--- src/sv/twc_pkg.sv ---
`default_nettype none
package twc_pkg;
	localparam int NEAR_LINES = 256;
	localparam int FAR_LINES = 256;
	localparam int WPL = 16;
	localparam int MEM_WORDS = 16384;
	localparam int NIW = 8;
	localparam int FIW = 8;
	localparam int WW = 4;
	localparam int TW = 2;
	localparam int CFGW = 16;
	localparam int CFG_IDXW = 3;
	localparam int COSTW = 20;

	localparam logic [CFG_IDXW-1:0] REG_L1_RD = 3'd0;
	localparam logic [CFG_IDXW-1:0] REG_L1_WR = 3'd1;
	localparam logic [CFG_IDXW-1:0] REG_L2_RD = 3'd2;
	localparam logic [CFG_IDXW-1:0] REG_L2_WR = 3'd3;
	localparam logic [CFG_IDXW-1:0] REG_MEM_RD = 3'd4;
	localparam logic [CFG_IDXW-1:0] REG_MEM_WR = 3'd5;

	localparam logic FUNC_WRITE = 1'b1;

	typedef enum logic [3:0] {
		ST_IDLE,
		ST_CLEAR,
		ST_LOOK1,
		ST_N2F,
		ST_LOOK2,
		ST_F2M,
		ST_M2F,
		ST_F2N,
		ST_WORD,
		ST_DONE
	} state_t;

	typedef struct packed {
		logic [CFGW-1:0] l1_rd;
		logic [CFGW-1:0] l1_wr;
		logic [CFGW-1:0] l2_rd;
		logic [CFGW-1:0] l2_wr;
		logic [CFGW-1:0] mem_rd;
		logic [CFGW-1:0] mem_wr;
	} cfg_t;

	typedef struct packed {
		logic valid;
		logic dirty;
		logic [TW-1:0] tag;
	} meta_t;
endpackage
`default_nettype wire

--- src/sv/twc_cfg.sv ---
`default_nettype none
module twc_cfg (
	input wire logic clk,
	input wire logic arst_n,
	input wire logic cfg_we,
	input wire logic [twc_pkg::CFG_IDXW-1:0] cfg_index,
	input wire logic [twc_pkg::CFGW-1:0] cfg_data,
	output twc_pkg::cfg_t cfg
);
	always_ff @(posedge clk or negedge arst_n) begin
		if (!arst_n) begin
			cfg.l1_rd <= 16'd1;
			cfg.l1_wr <= 16'd1;
			cfg.l2_rd <= 16'd10;
			cfg.l2_wr <= 16'd10;
			cfg.mem_rd <= 16'd100;
			cfg.mem_wr <= 16'd100;
		end else if (cfg_we) begin
			unique case (cfg_index)
				twc_pkg::REG_L1_RD: cfg.l1_rd <= cfg_data;
				twc_pkg::REG_L1_WR: cfg.l1_wr <= cfg_data;
				twc_pkg::REG_L2_RD: cfg.l2_rd <= cfg_data;
				twc_pkg::REG_L2_WR: cfg.l2_wr <= cfg_data;
				twc_pkg::REG_MEM_RD: cfg.mem_rd <= cfg_data;
				twc_pkg::REG_MEM_WR: cfg.mem_wr <= cfg_data;
				default: ;
			endcase
		end
	end
endmodule
`default_nettype wire

--- config.mk ---
export PLATFORM = sky130hd
export DESIGN_NAME = twc_cfg
export DESIGN_NICKNAME = d
export VERILOG_FILES = /design/src/sv/twc_pkg.sv /design/src/sv/twc_cfg.sv
export SDC_FILE = /design/constraint.sdc
export NUM_CORES = 1
export LEC_CHECK = 0
export BUFFER_PORTS_ARGS = -buffer_cell sky130_fd_sc_hd__buf_2
export CAP_MARGIN = 10
export CORE_MARGIN = 4
export CORE_UTILIZATION = 40
export CTS_CLUSTER_SIZE = 14
export DETAILED_ROUTE_END_ITERATION = 16
export PLACE_DENSITY = 0.68
export SYNTH_ARGS = -nofsm -noshare
export SYNTH_HDL_FRONTEND = slang
export SYNTH_SLANG_ARGS = --single-unit
export TNS_END_PERCENT = 20
--- constraint.sdc ---
create_clock -name clk -period 0.8 [get_ports clk]
set_input_delay 0.12 -clock clk [delete_from_list [all_inputs] [get_ports clk]]
set_output_delay 0.12 -clock clk [all_outputs]
set_load 0.01 [all_outputs]
==> flow_summary.json <==
{
  "status": "complete, but fails checks",
  "failed_checks": "negative setup slack",
  "netlist_instances": 208,
  "hold_class": "in -> reg",
  "r2r-start": "cfg[10]$_DFFE_PN0P_",
  "synth_nets": 230,
  "cp_slowest_cell": "dfstp_2",
  "numCtsBuffers": 9,
  "slew_viol_final": 0,
  "period_share": 1.40,
  "hold_start": "cfg_data[5]",
  "cp_num_buf_inv": 1,
  "rsz0062_at_grt": "true",
  "grt_max_degree": 35,
  "setup_viol": 160,
  "place_hpwl_um": 6030,
  "crit_family": "flip-flops",
  "clockBufferDepth": 2,
  "grt_usage": 0.161,
  "synth_enable_flop_cells": 0,
  "drc": 0,
  "powerDensity_nw_per_um2": 2650,
  "fp.dieW_um": 104,
  "slew-limit-headroom": 0.824,
  "vdd_ir_drop_max_mv": 1.30,
  "num_vias": 2313,
  "antenna_found_initial": 0,
  "fmax_mhz": 895,
  "power.total_mw": 13.7,
  "drt_iter0_drc": 41,
  "ys_seq_area_frac": 0.654,
  "netlist_area_um2": 3690,
  "insertion_delay_ns": 0.34,
  "initial_core_util": 0.417,
  "layout_min_cycle_time_ns": 1.12,
  "path_class": "reg -> out",
  "drtAntennaViolNets": 0,
  "fin_util": 0.586,
  "gp_congestion": 0.722,
  "drive_gt1_frac": 0.758,
  "arrival_ns": 1.00,
  "synth_most_common_cell": "mux2_2",
  "yosys_warnings": 0,
  "setup_ws_ns": -0.317,
  "area_growth_pct": 40.4,
  "grt_pass1_wl_um": 13900,
  "fin_area_um2": 5190,
  "worst_hold_slack_ns": 0.0665,
  "critPathMaxStageDelay_ns": 0.55,
  "final_nets": 373,
  "grt_overflow": 0,
  "place_inst": 438,
  "die_h_um": 104,
  "start_kind": "register",
  "num_antenna_cells": 0,
  "path_max_fanout": 2,
  "largest_reg_flops": 96,
  "max-cap-violations": 0,
  "synthTopCellsByCount": "mux2_2, dfrtp_1, dfstp_2",
  "grt_pass1_vias": 2508,
  "tightest_slew_ns": 0.263,
  "largest_registers": "cfg: 96 flops",
  "viasPerCell": 4.98,
  "hold_violations": 0,
  "syn_area_per_cell_um2": 17.8,
  "netlist-cell-type-count": 11,
  "rows": 34,
  "ys_ff_latch": 96,
  "cp-startpoint": "cfg[5]$_DFFE_PN1P_",
  "cts.clk_slew.worst_paths_ns": 0.10,
  "end_kind": "primary output",
  "routed_wl_um": 8560,
  "power_leakage_nw": 2.50,
  "first_pass_iters": 3,
  "regMostFlops": "cfg",
  "path_cells": "buf_6",
  "cts_tree": "done",
  "yosys.area.top_type_share": 0.569,
  "coreArea_um2": 8850,
  "ioPinCount": 118,
  "synth-async-reset-ratio": 1.00,
  "finalNonFillerCells": 464,
  "h-tree-depth": 3,
  "routedWlPerCell_um": 18.4,
  "cts_sinks": 96,
  "required_ns": 0.68,
  "yosys.area.top_type": "dfrtp_1",
  "io_buffers": 117,
  "root_buffer": "clkbuf_8",
  "placed_area_um2": 4580,
  "dieArea_um2": 10800,
  "clock_skew_ns": 0,
  "ys.flop_type": "dfrtp_1",
  "ys_top_cells_by_area": "dfrtp_1, mux2_2, dfstp_2"
}
report_power, final:
part           switching (mW)  leakage [nW]  internal, mW
Clock                    1.65         0.107          1.54
Combinational            1.56          1.26          2.32
Sequential              0.635          1.13          6.02
Total                    3.84          2.50          9.88
final timing paths:
check                                       to  slack (ns)  cells past startpoint
setup / recovery                        cfg[5]       -0.32                      1
hold / removal             cfg[37]$_DFFE_PN0P_        0.07                      2
setup reg to reg           cfg[10]$_DFFE_PN0P_       -0.10                      2
min in group asynchronous  cfg[38]$_DFFE_PN0P_        0.17                      2
hold reg to reg            cfg[42]$_DFFE_PN0P_        0.51                      1
max in group asynchronous   cfg[2]$_DFFE_PN1P_        0.12                      3
layout by cell type, fill, tap and decap left out:
cell,count
clkbuf_8,10
and4bb_4,1
and4bb_1,1
clkinv_4,2
buf_2,87
mux2_2,60
bufinv_16,1
nand4b_2,1
nand4b_4,1
buf_12,12
inv_6,1
nor4b_4,1
dlygate4sd3_1,1
buf_6,29
clkinv_2,2
dfstp_2,12
dfrtp_1,84
mux2_4,36
buf_4,13
and4bb_2,1
final cells by class:
type | instances | area, µm²
multi-input cells | 102 | 1320
clock inverters | 6 | 66.3
repair buffers | 142 | 1110
flip-flops and latches | 96 | 2420
fillers | 717 | 3660
clock buffers | 10 | 138
well taps | 108 | 135
layer usage:
metal | vias up | wire length, µm | GRT usage
li1 | 1030 | - | -
met1 | 1187 | 3780 | 0.214
met2 | 89 | 4040 | 0.250
met3 | 7 | 673 | 0.0559
met4 | 0 | 64 | 0.0456
met5 | - | 0 | 0
repair_timing:
action                     4_1_cts  5_1_grt
cloned                           0        0
hold endpoints to repair        84        0
buffers inserted                 5        4
resized for setup               46       24
pin swaps                        2        0
setup endpoints to repair      161      174
hold buffers                     1        0
through the flow:
| stage | setup TNS, ns | setup WS, ns |
|---|---|---|
| after floorplan | -27.99 | -0.505 |
| after global placement | -38.80 | -0.455 |
| after detailed placement | -40.11 | -0.489 |
| after CTS | -23.36 | -0.341 |
| after global routing | -26.43 | -0.369 |
| final | -22.55 | -0.317 |
logic make-up after synthesis:
| kind of cell | share of synthesized area |
|---|---|
| buffers and inverters | 0.0281 |
| flip-flops | 0.654 |
| multiplexers | 0.293 |
| AND/OR/NAND/NOR | 0.0247 |
Power figures use the tool's default switching activity.
